--- src/design/mcdw_pkg.sv ---
// ----------------------------------------------------------------------------
// mcdw_pkg
// Shared types and constants of the multi-channel deadline watchdog.
// ----------------------------------------------------------------------------
package mcdw_pkg;

    localparam int CHANNELS_DEFAULT = 8;
    localparam int MAX_RESULTS      = 8;
    localparam int S_TDATA_W        = 72;
    localparam int M_TDATA_W        = 24;
    localparam int COUNT_W          = 16;
    localparam logic [COUNT_W-1:0] COUNT_MAX = '1;

    typedef enum logic [2:0] {
        CMD_REGISTER = 3'd0,
        CMD_START    = 3'd1,
        CMD_END      = 3'd2,
        CMD_RECOVER  = 3'd3,
        CMD_CHECK    = 3'd4,
        CMD_STOP_ALL = 3'd5
    } cmd_t;

    typedef enum logic [1:0] {
        ST_IDLE,
        ST_OP,
        ST_CHECK,
        ST_FLUSH
    } state_t;

    // One channel entry of the table memory.
    typedef struct packed {
        logic [31:0]        deadline;
        logic [31:0]        start_stamp;
        logic [COUNT_W-1:0] miss_count;
    } entry_t;

    // Result payload, first field in the highest bits.
    typedef struct packed {
        logic [COUNT_W-1:0] overdue_count;
        logic               recover_now;
        logic               run_flag;
        logic [2:0]         out_channel;
    } result_t;

endpackage

--- src/design/mcdw_table.sv ---
// ----------------------------------------------------------------------------
// mcdw_table
// Channel table memory: one write port, one read port with registered data.
// ----------------------------------------------------------------------------
module mcdw_table
    import mcdw_pkg::*;
#(
    parameter int DEPTH = CHANNELS_DEFAULT,
    localparam int AW   = (DEPTH > 1) ? $clog2(DEPTH) : 1
) (
    input  logic          aclk,
    input  logic          rd_en,
    input  logic [AW-1:0] rd_addr,
    output entry_t        rd_data,
    input  logic          wr_en,
    input  logic [AW-1:0] wr_addr,
    input  entry_t        wr_data
);

    entry_t mem_array [DEPTH];
    entry_t rd_data_reg;

    always_ff @(posedge aclk) begin
        if (wr_en) begin
            mem_array[wr_addr] <= wr_data;
        end
        if (rd_en) begin
            rd_data_reg <= mem_array[rd_addr];
        end
    end

    assign rd_data = rd_data_reg;

endmodule

--- src/design/multi_channel_deadline_watchdog_top.sv ---
// ----------------------------------------------------------------------------
// multi_channel_deadline_watchdog_top
// Deadline watchdog over a table of channels, driven by a command stream.
// ----------------------------------------------------------------------------
// Each request carries a command, a channel, a deadline and a microsecond
// timestamp. Register stores a deadline on a fresh channel, start arms it,
// end disarms it and clears its overdue count, stop-all disarms every
// channel, recover clears the count and always answers with one result, and
// check walks the whole table and answers with one result per overdue
// channel (elapsed time, taken modulo 2^32, above the deadline), ascending,
// with tlast on the final one; a check with nothing overdue answers nothing.
// Deadline, start stamp and overdue count live in a one-port-read,
// one-port-write synchronous memory; registered and running flags are
// flip-flops. Stop-all and unused codes finish in the cycle they are accepted;
// register, start, end and recover read the memory, then write back; check
// walks the table, reading one entry per cycle while the walk is not held and
// writing the updated count back as it evaluates that entry. A result that
// cannot move into the output register because the previous one is still
// unclaimed keeps the block busy. A new request is taken
// once the previous one has finished; finished results wait in the output
// register without holding up the next request.
// ----------------------------------------------------------------------------
module multi_channel_deadline_watchdog_top
    import mcdw_pkg::*;
#(
    parameter int CHANNELS = CHANNELS_DEFAULT
) (
    input  logic                 aclk,
    input  logic                 aresetn,
    // Request channel
    input  logic                 s_tvalid,
    output logic                 s_tready,
    // s_tdata, low bit up: cmd[2:0], channel[5:3], expected_us[37:6],
    // time_us[69:38], zero fill [71:70]
    input  logic [S_TDATA_W-1:0] s_tdata,
    // Result channel
    output logic                 m_tvalid,
    input  logic                 m_tready,
    // m_tdata, low bit up: out_channel[2:0], run_flag[3], recover_now[4],
    // overdue_count[20:5], zero fill [23:21]
    output logic [M_TDATA_W-1:0] m_tdata,
    output logic                 m_tlast
);

    localparam int CH_W  = (CHANNELS > 1) ? $clog2(CHANNELS) : 1;
    localparam int CNT_W = $clog2(CHANNELS + 1);
    localparam int RES_W = $clog2(MAX_RESULTS + 1);

    // Request fields as they arrive
    logic [2:0]  s_cmd;
    logic [2:0]  s_channel;
    logic [31:0] s_expected_us;
    logic [31:0] s_time_us;
    logic        s_accept;

    assign s_cmd         = s_tdata[2:0];
    assign s_channel     = s_tdata[5:3];
    assign s_expected_us = s_tdata[37:6];
    assign s_time_us     = s_tdata[69:38];

    // Control state
    state_t             state_reg, state_next;
    logic [CHANNELS-1:0] registered_reg, registered_next;
    logic [CHANNELS-1:0] running_reg, running_next;
    logic [CNT_W-1:0]   rd_idx_reg, rd_idx_next;
    logic               ev_valid_reg, ev_valid_next;
    logic               pend_valid_reg, pend_valid_next;
    logic [RES_W-1:0]   res_cnt_reg, res_cnt_next;
    logic               m_valid_reg, m_valid_next;

    // Payload registers
    cmd_t               req_cmd_reg, req_cmd_next;
    logic [2:0]         req_ch_reg, req_ch_next;
    logic [31:0]        req_exp_reg, req_exp_next;
    logic [31:0]        req_time_reg, req_time_next;
    logic [CH_W-1:0]    ev_idx_reg, ev_idx_next;
    logic [2:0]         pend_ch_reg, pend_ch_next;
    logic [COUNT_W-1:0] pend_cnt_reg, pend_cnt_next;
    result_t            m_data_reg, m_data_next;
    logic               m_last_reg, m_last_next;

    // Table memory ports
    logic            rd_en;
    logic [CH_W-1:0] rd_addr;
    entry_t          rd_data;
    logic            wr_en;
    logic [CH_W-1:0] wr_addr;
    entry_t          wr_data;

    // Request decode
    logic [CH_W-1:0] req_idx;
    logic            req_in_range;
    logic            req_known;

    // Walk evaluation
    logic [31:0]        ev_elapsed;
    logic               ev_overdue;
    logic [COUNT_W-1:0] ev_count;
    logic               ev_record;
    logic               stall;
    logic               walk_done;
    logic               out_free;

    // Output loading
    logic    load_out;
    result_t out_data;
    logic    out_last;

    assign s_tready = (state_reg == ST_IDLE);
    assign s_accept = s_tvalid && s_tready;
    assign out_free = !m_valid_reg || m_tready;

    assign req_idx      = CH_W'(req_ch_reg);
    assign req_in_range = {29'd0, req_ch_reg} < 32'(CHANNELS);
    assign req_known    = req_in_range && registered_reg[req_idx];

    // Elapsed time tolerates timestamp wrap through modulo subtraction
    assign ev_elapsed = req_time_reg - rd_data.start_stamp;
    assign ev_overdue = ev_valid_reg && registered_reg[ev_idx_reg] &&
                        running_reg[ev_idx_reg] && (ev_elapsed > rd_data.deadline);
    assign ev_count   = (rd_data.miss_count == COUNT_MAX) ? rd_data.miss_count
                                                          : rd_data.miss_count + 1'b1;
    assign ev_record  = ev_overdue && (res_cnt_reg < RES_W'(MAX_RESULTS));
    // Hold the walk when a new result needs the pending slot and the
    // output register cannot take the old one
    assign stall      = ev_record && pend_valid_reg && !out_free;
    assign walk_done  = (rd_idx_reg == CNT_W'(CHANNELS)) && !ev_valid_reg;

    mcdw_table #(
        .DEPTH (CHANNELS)
    ) u_table (
        .aclk    (aclk),
        .rd_en   (rd_en),
        .rd_addr (rd_addr),
        .rd_data (rd_data),
        .wr_en   (wr_en),
        .wr_addr (wr_addr),
        .wr_data (wr_data)
    );

    // Next state
    always_comb begin
        state_next = state_reg;
        unique case (state_reg)
            ST_IDLE: begin
                if (s_accept) begin
                    priority case (s_cmd)
                        CMD_REGISTER, CMD_START, CMD_END, CMD_RECOVER: begin
                            state_next = ST_OP;
                        end
                        CMD_CHECK: begin
                            state_next = ST_CHECK;
                        end
                        default: begin
                            state_next = ST_IDLE;
                        end
                    endcase
                end
            end
            ST_OP: begin
                if (req_cmd_reg != CMD_RECOVER || out_free) begin
                    state_next = ST_IDLE;
                end
            end
            ST_CHECK: begin
                if (walk_done) begin
                    state_next = ST_FLUSH;
                end
            end
            ST_FLUSH: begin
                if (!pend_valid_reg || out_free) begin
                    state_next = ST_IDLE;
                end
            end
            default: begin
                state_next = ST_IDLE;
            end
        endcase
    end

    // Datapath and memory control
    always_comb begin
        registered_next = registered_reg;
        running_next    = running_reg;
        rd_idx_next     = rd_idx_reg;
        ev_valid_next   = ev_valid_reg;
        ev_idx_next     = ev_idx_reg;
        pend_valid_next = pend_valid_reg;
        pend_ch_next    = pend_ch_reg;
        pend_cnt_next   = pend_cnt_reg;
        res_cnt_next    = res_cnt_reg;
        req_cmd_next    = req_cmd_reg;
        req_ch_next     = req_ch_reg;
        req_exp_next    = req_exp_reg;
        req_time_next   = req_time_reg;
        rd_en           = 1'b0;
        rd_addr         = '0;
        wr_en           = 1'b0;
        wr_addr         = req_idx;
        wr_data         = rd_data;
        load_out        = 1'b0;
        out_data        = '0;
        out_last        = 1'b0;

        unique case (state_reg)
            ST_IDLE: begin
                // Read the addressed entry ahead of the modify cycle
                rd_en   = s_tvalid;
                rd_addr = CH_W'(s_channel);
                if (s_accept) begin
                    req_cmd_next  = cmd_t'(s_cmd);
                    req_ch_next   = s_channel;
                    req_exp_next  = s_expected_us;
                    req_time_next = s_time_us;
                    if (s_cmd == CMD_STOP_ALL) begin
                        running_next = '0;
                    end
                    if (s_cmd == CMD_CHECK) begin
                        rd_idx_next     = '0;
                        ev_valid_next   = 1'b0;
                        pend_valid_next = 1'b0;
                        res_cnt_next    = '0;
                    end
                end
            end
            ST_OP: begin
                priority case (req_cmd_reg)
                    CMD_REGISTER: begin
                        if (req_in_range && !registered_reg[req_idx]) begin
                            registered_next[req_idx] = 1'b1;
                            running_next[req_idx]    = 1'b0;
                            wr_en                    = 1'b1;
                            wr_data.deadline         = req_exp_reg;
                            wr_data.start_stamp      = req_time_reg;
                            wr_data.miss_count       = '0;
                        end
                    end
                    CMD_START: begin
                        if (req_known) begin
                            running_next[req_idx] = 1'b1;
                            wr_en                 = 1'b1;
                            wr_data.start_stamp   = req_time_reg;
                        end
                    end
                    CMD_END: begin
                        if (req_known) begin
                            running_next[req_idx] = 1'b0;
                            wr_en                 = 1'b1;
                            wr_data.miss_count    = '0;
                        end
                    end
                    CMD_RECOVER: begin
                        if (out_free) begin
                            load_out             = 1'b1;
                            out_last             = 1'b1;
                            out_data.out_channel = req_ch_reg;
                            out_data.run_flag    = req_in_range && running_reg[req_idx];
                            out_data.recover_now = req_known;
                            out_data.overdue_count = '0;
                            if (req_known) begin
                                wr_en              = 1'b1;
                                wr_data.miss_count = '0;
                            end
                        end
                    end
                    default: begin
                        wr_en = 1'b0;
                    end
                endcase
            end
            ST_CHECK: begin
                if (!stall) begin
                    // Evaluate the entry held on the read data and write back its count if it is overdue
                    if (ev_overdue) begin
                        wr_en              = 1'b1;
                        wr_addr            = ev_idx_reg;
                        wr_data.miss_count = ev_count;
                    end
                    if (ev_record) begin
                        if (pend_valid_reg) begin
                            load_out               = 1'b1;
                            out_data.out_channel   = pend_ch_reg;
                            out_data.run_flag      = 1'b1;
                            out_data.recover_now   = 1'b1;
                            out_data.overdue_count = pend_cnt_reg;
                        end
                        pend_valid_next = 1'b1;
                        pend_ch_next    = 3'(ev_idx_reg);
                        pend_cnt_next   = ev_count;
                        res_cnt_next    = res_cnt_reg + 1'b1;
                    end
                    // Issue the read of the next entry
                    if (rd_idx_reg < CNT_W'(CHANNELS)) begin
                        rd_en         = 1'b1;
                        rd_addr       = rd_idx_reg[CH_W-1:0];
                        ev_valid_next = 1'b1;
                        ev_idx_next   = rd_idx_reg[CH_W-1:0];
                        rd_idx_next   = rd_idx_reg + 1'b1;
                    end else begin
                        ev_valid_next = 1'b0;
                    end
                end
            end
            ST_FLUSH: begin
                // Release the held result as the final one of the check
                if (pend_valid_reg && out_free) begin
                    load_out               = 1'b1;
                    out_last               = 1'b1;
                    out_data.out_channel   = pend_ch_reg;
                    out_data.run_flag      = 1'b1;
                    out_data.recover_now   = 1'b1;
                    out_data.overdue_count = pend_cnt_reg;
                    pend_valid_next        = 1'b0;
                end
            end
            default: begin
                rd_en = 1'b0;
            end
        endcase
    end

    // Output register
    always_comb begin
        m_data_next = m_data_reg;
        m_last_next = m_last_reg;
        if (load_out) begin
            m_valid_next = 1'b1;
            m_data_next  = out_data;
            m_last_next  = out_last;
        end else if (m_tready) begin
            m_valid_next = 1'b0;
        end else begin
            m_valid_next = m_valid_reg;
        end
    end

    always_ff @(posedge aclk) begin
        if (!aresetn) begin
            state_reg      <= ST_IDLE;
            registered_reg <= '0;
            running_reg    <= '0;
            rd_idx_reg     <= '0;
            ev_valid_reg   <= 1'b0;
            pend_valid_reg <= 1'b0;
            res_cnt_reg    <= '0;
            m_valid_reg    <= 1'b0;
        end else begin
            state_reg      <= state_next;
            registered_reg <= registered_next;
            running_reg    <= running_next;
            rd_idx_reg     <= rd_idx_next;
            ev_valid_reg   <= ev_valid_next;
            pend_valid_reg <= pend_valid_next;
            res_cnt_reg    <= res_cnt_next;
            m_valid_reg    <= m_valid_next;
        end
    end

    always_ff @(posedge aclk) begin
        req_cmd_reg  <= req_cmd_next;
        req_ch_reg   <= req_ch_next;
        req_exp_reg  <= req_exp_next;
        req_time_reg <= req_time_next;
        ev_idx_reg   <= ev_idx_next;
        pend_ch_reg  <= pend_ch_next;
        pend_cnt_reg <= pend_cnt_next;
        m_data_reg   <= m_data_next;
        m_last_reg   <= m_last_next;
    end

    assign m_tvalid = m_valid_reg;
    assign m_tdata  = {(M_TDATA_W - $bits(result_t))'(0), m_data_reg};
    assign m_tlast  = m_last_reg;

endmodule

--- config.mk ---
export PLATFORM = sky130hd
export DESIGN_NAME = multi_channel_deadline_watchdog_top
export DESIGN_NICKNAME = d
export VERILOG_FILES = /design/src/design/mcdw_pkg.sv /design/src/design/mcdw_table.sv /design/src/design/multi_channel_deadline_watchdog_top.sv
export SDC_FILE = /design/constraint.sdc
export NUM_CORES = 1
export LEC_CHECK = 0
export BUFFER_PORTS_ARGS = -buffer_cell sky130_fd_sc_hd__buf_2
export CELL_PAD_IN_SITES_DETAIL_PLACEMENT = 1
export CELL_PAD_IN_SITES_GLOBAL_PLACEMENT = 2
export CORE_MARGIN = 2
export CORE_UTILIZATION = 45
export CTS_BUF_LIST = sky130_fd_sc_hd__clkbuf_8 sky130_fd_sc_hd__clkbuf_16
export DETAILED_ROUTE_END_ITERATION = 8
export PLACE_DENSITY = 0.82
export SLEW_MARGIN = 10
export SYNTH_ARGS = -nofsm -noshare
export SYNTH_HDL_FRONTEND = slang
export SYNTH_SLANG_ARGS = --single-unit
--- constraint.sdc ---
create_clock -name aclk -period 12.5 [get_ports aclk]
set_input_delay 2.5 -clock aclk [delete_from_list [all_inputs] [get_ports aclk]]
set_output_delay 2.5 -clock aclk [all_outputs]
set_load 0.03 [all_outputs]
Word-level counts from Yosys, hierarchy flattened
Memory sizes are Yosys's and may differ from the RTL's. A register that Yosys moved wholly into a read port is not among the register bits.
Index checks and enable logic that the tools add are counted.
Storage, ports and cells
  bits in writable memories: 640
  word-level logic and storage cells: 187
  memories kept: 1
  output and inout port bits: 27
  flip-flop bits (word level): 143
Operators by class
  add/subtract/negate cells: 4
  equal/unequal tests: 28
  $lt $le $gt $ge: 6
  bitwise gates (word level): 6
  mux-type cells: 86
  reduce and logical (&&, ||, !) cells: 36
Memory list
  u_table.mem_array: depth 8, width 80, rd ports 1, clocked after Yosys merged registers in 1, write ports 1, RTL line mcdw_table.sv:20  | entry_t mem_array [DEPTH];
Operators with widths (count)
  21-bit two-way mux: 4
  16-bit two-way mux: 5
  80-bit two-way mux: 1
  32-bit two-way mux: 2
  64-bit two-way mux: 1
  32-bit case mux with 2 select lines: 1
  21-bit case mux with 3 select lines: 1
  16-bit case mux with 3 select lines: 1
  8-bit two-way mux: 5
  32-bit greater-than comparator: 1
  16-bit case mux with 2 select lines: 1
  32-bit subtractor: 1
  1-bit two-way mux: 28
  4-bit two-way mux: 6
  8-bit case mux with 3 select lines: 1
  16-bit by 1-bit adder with 16-bit output, second input constant: 1
  16-bit equality test, second input constant: 1
  8-bit OR: 2
  4-bit case mux with 2 select lines: 2
  8-bit case mux with 2 select lines: 1
  3-bit two-way mux: 5
  2-bit != test, second input constant: 7
  1-bit binary-select mux with 3-bit select: 4
  3-bit by 2-bit equality test with 1-bit output, second input constant: 4
  39 further kinds: 80

Longest topological paths before layout
  depth in word-level cells: 12
  gate-level depth with buffers: 28
  depth with buffers taken out: 25

Modules after synthesis
From an unflattened synthesis, not the netlist that was laid out.
Unflattened totals
  cells, all modules: 2033
  area, all modules: 35789.3 um^2
Modules (own cells, without submodules)
  mcdw_table: times used 1, area each 26455.4 um^2, cells each 1018
  multi_channel_deadline_watchdog_top: times used 1, area each 9334.0 um^2, cells each 1015

Least setup slack after synthesis
No wires, ideal clock.
  kind: register to register
  start point: register u_table.rd_data[16] (netlist name)
  end point: register u_table.rd_data[0] (netlist name)
  cell stages (with the launch flop): 23
  path slack: 2.111 ns
  library setup time: 0.629 ns
  arrival: 9.760 ns
  period minus slack after synthesis: 10.389 ns
  cell sequence: edfxtp_1 ha_1 inv_1 fa_1 a21o_1 a21oi_1 o21ai_0 a31oi_1 o41a_1 a21oi_1 a21oi_1 and3_1 or4_1 o211ai_1 ha_1 nand3_1 or3_1 nor3_2 a2111oi_4 o21ai_1 and2_1 nor2_1 o21ai_0
Between the ends
  cells in the longest elaborated chain, start to end: 8
  elaborated cells between the ends (all ways): 10
  classes of those cells: add/sub (1); order compare (1); mux (4); reduce/logical (4)
Ends and longest elaborated chain
  32-bit subtractor: RTL line multi_channel_deadline_watchdog_top.sv:118  | assign ev_elapsed = req_time_reg - rd_data.start_stamp;
  32-bit greater-than comparator: RTL line multi_channel_deadline_watchdog_top.sv:120  | running_reg[ev_idx_reg] && (ev_elapsed > rd_data.deadline);
  1-bit logical AND: RTL line multi_channel_deadline_watchdog_top.sv:120
  1-bit logical AND: RTL line multi_channel_deadline_watchdog_top.sv:123  | assign ev_record = ev_overdue && (res_cnt_reg < RES_W'(MAX_RESULTS));
  1-bit logical AND (2 in series): RTL line multi_channel_deadline_watchdog_top.sv:126  | assign stall = ev_record && pend_valid_reg && !out_free;
  1-bit two-way mux: RTL line multi_channel_deadline_watchdog_top.sv:272  | if (!stall) begin
  1-bit case mux with 2 select lines: RTL line multi_channel_deadline_watchdog_top.sv:205  | unique case (state_reg)
  via rd_en: RTL line multi_channel_deadline_watchdog_top.sv:83  | logic rd_en;
The timed path passes the listed nets, and every way through them passes these cells.
A chain may end at the register's enable or synchronous reset.

Worst setup path in the final report
  start point: register req_time_reg[0]
  end point: memory u_table.mem_array[4][72] (netlist bit) (enable)
Between the ends
  cells in the longest elaborated chain, start to end: 10
  elaborated cells between the ends (all ways): 14
  classes of those cells: add/sub (1); order compare (1); mux (8); reduce/logical (4)
Ends and longest elaborated chain
  start: declaration: RTL line multi_channel_deadline_watchdog_top.sv:75  | logic [31:0] req_time_reg, req_time_next;
  start signal: assignment: RTL line multi_channel_deadline_watchdog_top.sv:363  | req_time_reg <= req_time_next;
  32-bit subtractor *: RTL line multi_channel_deadline_watchdog_top.sv:118
  32-bit greater-than comparator *: RTL line multi_channel_deadline_watchdog_top.sv:120
  1-bit logical AND *: RTL line multi_channel_deadline_watchdog_top.sv:120
  1-bit logical AND: RTL line multi_channel_deadline_watchdog_top.sv:123
  1-bit logical AND (2 in series): RTL line multi_channel_deadline_watchdog_top.sv:126
  1-bit two-way mux: RTL line multi_channel_deadline_watchdog_top.sv:272
  1-bit case mux with 2 select lines: RTL line multi_channel_deadline_watchdog_top.sv:205
  1-bit two-way mux: RTL line mcdw_table.sv:24  | if (wr_en) begin
  1-bit two-way mux (not written as such): RTL line mcdw_table.sv:25  | mem_array[wr_addr] <= wr_data;
  end: declaration: RTL line mcdw_table.sv:20
Every way passes the cells marked *; elsewhere a longest branch is shown, timed or not.

==> out/results.txt <==
Crit path max fanout - 51
Dpl hpwl - 54210 um
Yosys synthesis warning count - 0
Via Count - 23020
Startpoint Class - flip-flop
Global-route wire length before repair - 144800 um
Initial Util - 0.4521
Initial DRC count - 1614
DP Area - 37700 sq um
Final Instance Area - 40690 sq um
Top FF cell, synth - edfxtp_1
Chip height - 287.8 um
Pwr Total - 10.35 mW
Drt wl/cell - 24.30 um
Worst flop-to-flop path startpoint - req_time_reg[0]
Largest net degree at the start of global routing - 163
Nets - 2953
Max clock buf depth - 3
Netlist Area Pre-Place - 36240 sq um
Die X-Extent - 287.8 um
RSZ-0062 raised after global routing - false
Worst setup path class - flip-flop to flip-flop
Period Utilization, post-route - 0.6414
Clock skew - 0.02239 ns
Port Buf Inserts - 97
Post-synth ARST share - 0
WP data required - 12.75 ns
Fillers - 8014
Worst-margin pin slew - 1.226 ns
Ranking of synthesized cells by area - edfxtp_1 69%, a21oi_1 5.2%, nand2_1 4.6%
Setup slack, reg-to-reg - 4.48 ns
Hold Path Depth - 2
Antenna viol nets, final - 0
# IOs - 103
Cell taking the most area after synthesis - edfxtp_1
Standard-cell rows - 104
Cells on worst reg2reg path - 28
GRT overflow - 0
GR Util All Layers - 0.2302
Seq/Total Area, Yosys - 0.7071
CTS Buf Count - 91
CP max stage delay - 0.85 ns
CTS tree - yes
Reg area - 25620 sq um
Crit path from - req_time_reg[0]
H-tree depth - 3
Arr. time, crit path - 8.27 ns
Post-CTS sizing - 0
Layout cell share with drive strength beyond 1 - 0.1056
Slew headroom - 0.1754
DRC - 0
EDFF count, synth - 834
Worst-Skew Late Latency - 0.65 ns
Netlist cell types - 75
TritonRoute pass-1 iters - 5
Yosys reg bits - 863
Setup TNS - 0 ns
Worst Setup End Kind - flip-flop
Vias in the first global route - 24260
P per Cell Area - 254.3 nW/um^2
Max-slew violations - 0
Post-synth top cells - 834 x edfxtp_1, 441 x nand2_1, 376 x a21oi_1, 104 x a21o_1, 100 x o21ai_0
HP Class - flip-flop to flip-flop
Yosys top cell area share - 0.6910
Antenna cells - 0
Die area - 82820 sq um
# setup viols final - 0
Core ar. - 80160 sq um
Outcome - complete, no violations
Worst IR Drop VDD - 199.6 uV
Fmax achieved - 0.1247 GHz
Mapped Cells - 2741
Hold-fix buffers at CTS - 0
Total routed wirelength - 95710 um
Worst Setup EP - u_table.mem_array[4][72]
Max reg flops - 640
Setup repair bufs after CTS - 0
Root Buffer - clkbuf_16
Area growth from synthesis to layout - 12.28%
Most frequent cell after synthesis - edfxtp_1
Worst r2r dst - u_table.mem_array[4][72]
P_leak - 14.59 nW
Gpl congestion - 0.7954
# clock sinks - 863
Vias per cell - 5.846
Clock-pin slew on the worst setup and hold paths - 0.06 ns
Endpoints failing hold - 0
Area of the multi-input gates - 9651 sq um
Initial antenna violation count - 0
Syn_area_per_cell - 13.22 sq um
Slowest-stage cell, CP - buf_4
Post-route minimum period - 8.017 ns
Max_cap viols - 0
[area by class of cell]
| cell class | instances | share of cell area |
|---|---|---|
| timing repair buffer | 132 | 0.01931 |
| tap | 1060 | 0.03259 |
| sequential | 863 | 0.6297 |
| multi-input combinational | 1628 | 0.2372 |
| inverter | 88 | 0.008149 |
| clock buffer | 95 | 0.05787 |
| clock inverter | 72 | 0.01516 |
[metrics by stage]
step	utilization	worst slack [ns]	instances	hold WS [ns]
4_1_cts	0.5074	4.498	3937	0.4811
6_report	0.5076	4.483	3938	0.4768
3_3_place_gp	0.4703	4.684	3770	0.4555
5_1_grt	0.5076	3.929	3938	0.5082
2_1_floorplan	-	2.111	2743	0.4244
3_5_place_dp	0.4703	4.589	3770	0.4722
[worst min-delay path by stage]
stage                   startpoint              to  slack (ns)
detailed placement  running_reg[4]  running_reg[4]        0.47
global route        running_reg[1]  running_reg[1]        0.51
floorplan            ev_idx_reg[1]  pend_ch_reg[1]        0.42
CTS                 running_reg[4]  running_reg[4]        0.48
global placement      ev_valid_reg    ev_valid_reg        0.46
finish              running_reg[4]  running_reg[4]        0.48
[where the power goes]
| part | switching [mW] | leakage, nW | internal (mW) |
|---|---|---|---|
| clock network | 1.12 | 1.54 | 1.57 |
| logic | 2.47 | 5.23 | 1.11 |
| registers | 0.148 | 7.82 | 3.93 |
[layout by cell type, fill, tap and decap left out, types with 72 or more instances in the layout]
master	instances
nand2_1	441
a21oi_1	376
ha_1	72
a21o_1	103
edfxtp_1	834
a221oi_1	81
o21ai_0	99
nor2_1	75
buf_2	97
clkbuf_16	93
a22oi_1	79
inv_1	104
[kinds of logic after synthesis]
kind of cell	share of synthesized area
other	0.0001035
buffers and inverters	0.03017
DFF	0.7071
muxes	0.005040
and+or+nand+nor	0.07923
adders and majority gates	0.02541
xor gates and xnor gates	0.01063
AOI/OAI and AO/OA	0.1423
[layer usage]
metal  wire length [um]  part of all wire  GRT usage  vias up
li1                   -                 -          -    10430
met2              48580              0.51     0.4049      595
met3               4543             0.047    0.03217      120
met5                  0                 0          0        -
met1              40520              0.42     0.2968    11880
met4               2072             0.022    0.06697        0
[worst max-delay path, delay by kind of cell (launching register included)]
family / cells / cell delay, ns
AO/OA/AOI/OAI: 12 / 2.61
XOR/XNOR: 1 / 0.12
adder cells (fa/ha/maj): 3 / 0.88
buffers and inverters: 5 / 1.73
flip-flops: 1 / 0.39
AND/OR/NAND/NOR: 7 / 1.82
Note: power is estimated with default switching activity, not from simulation.
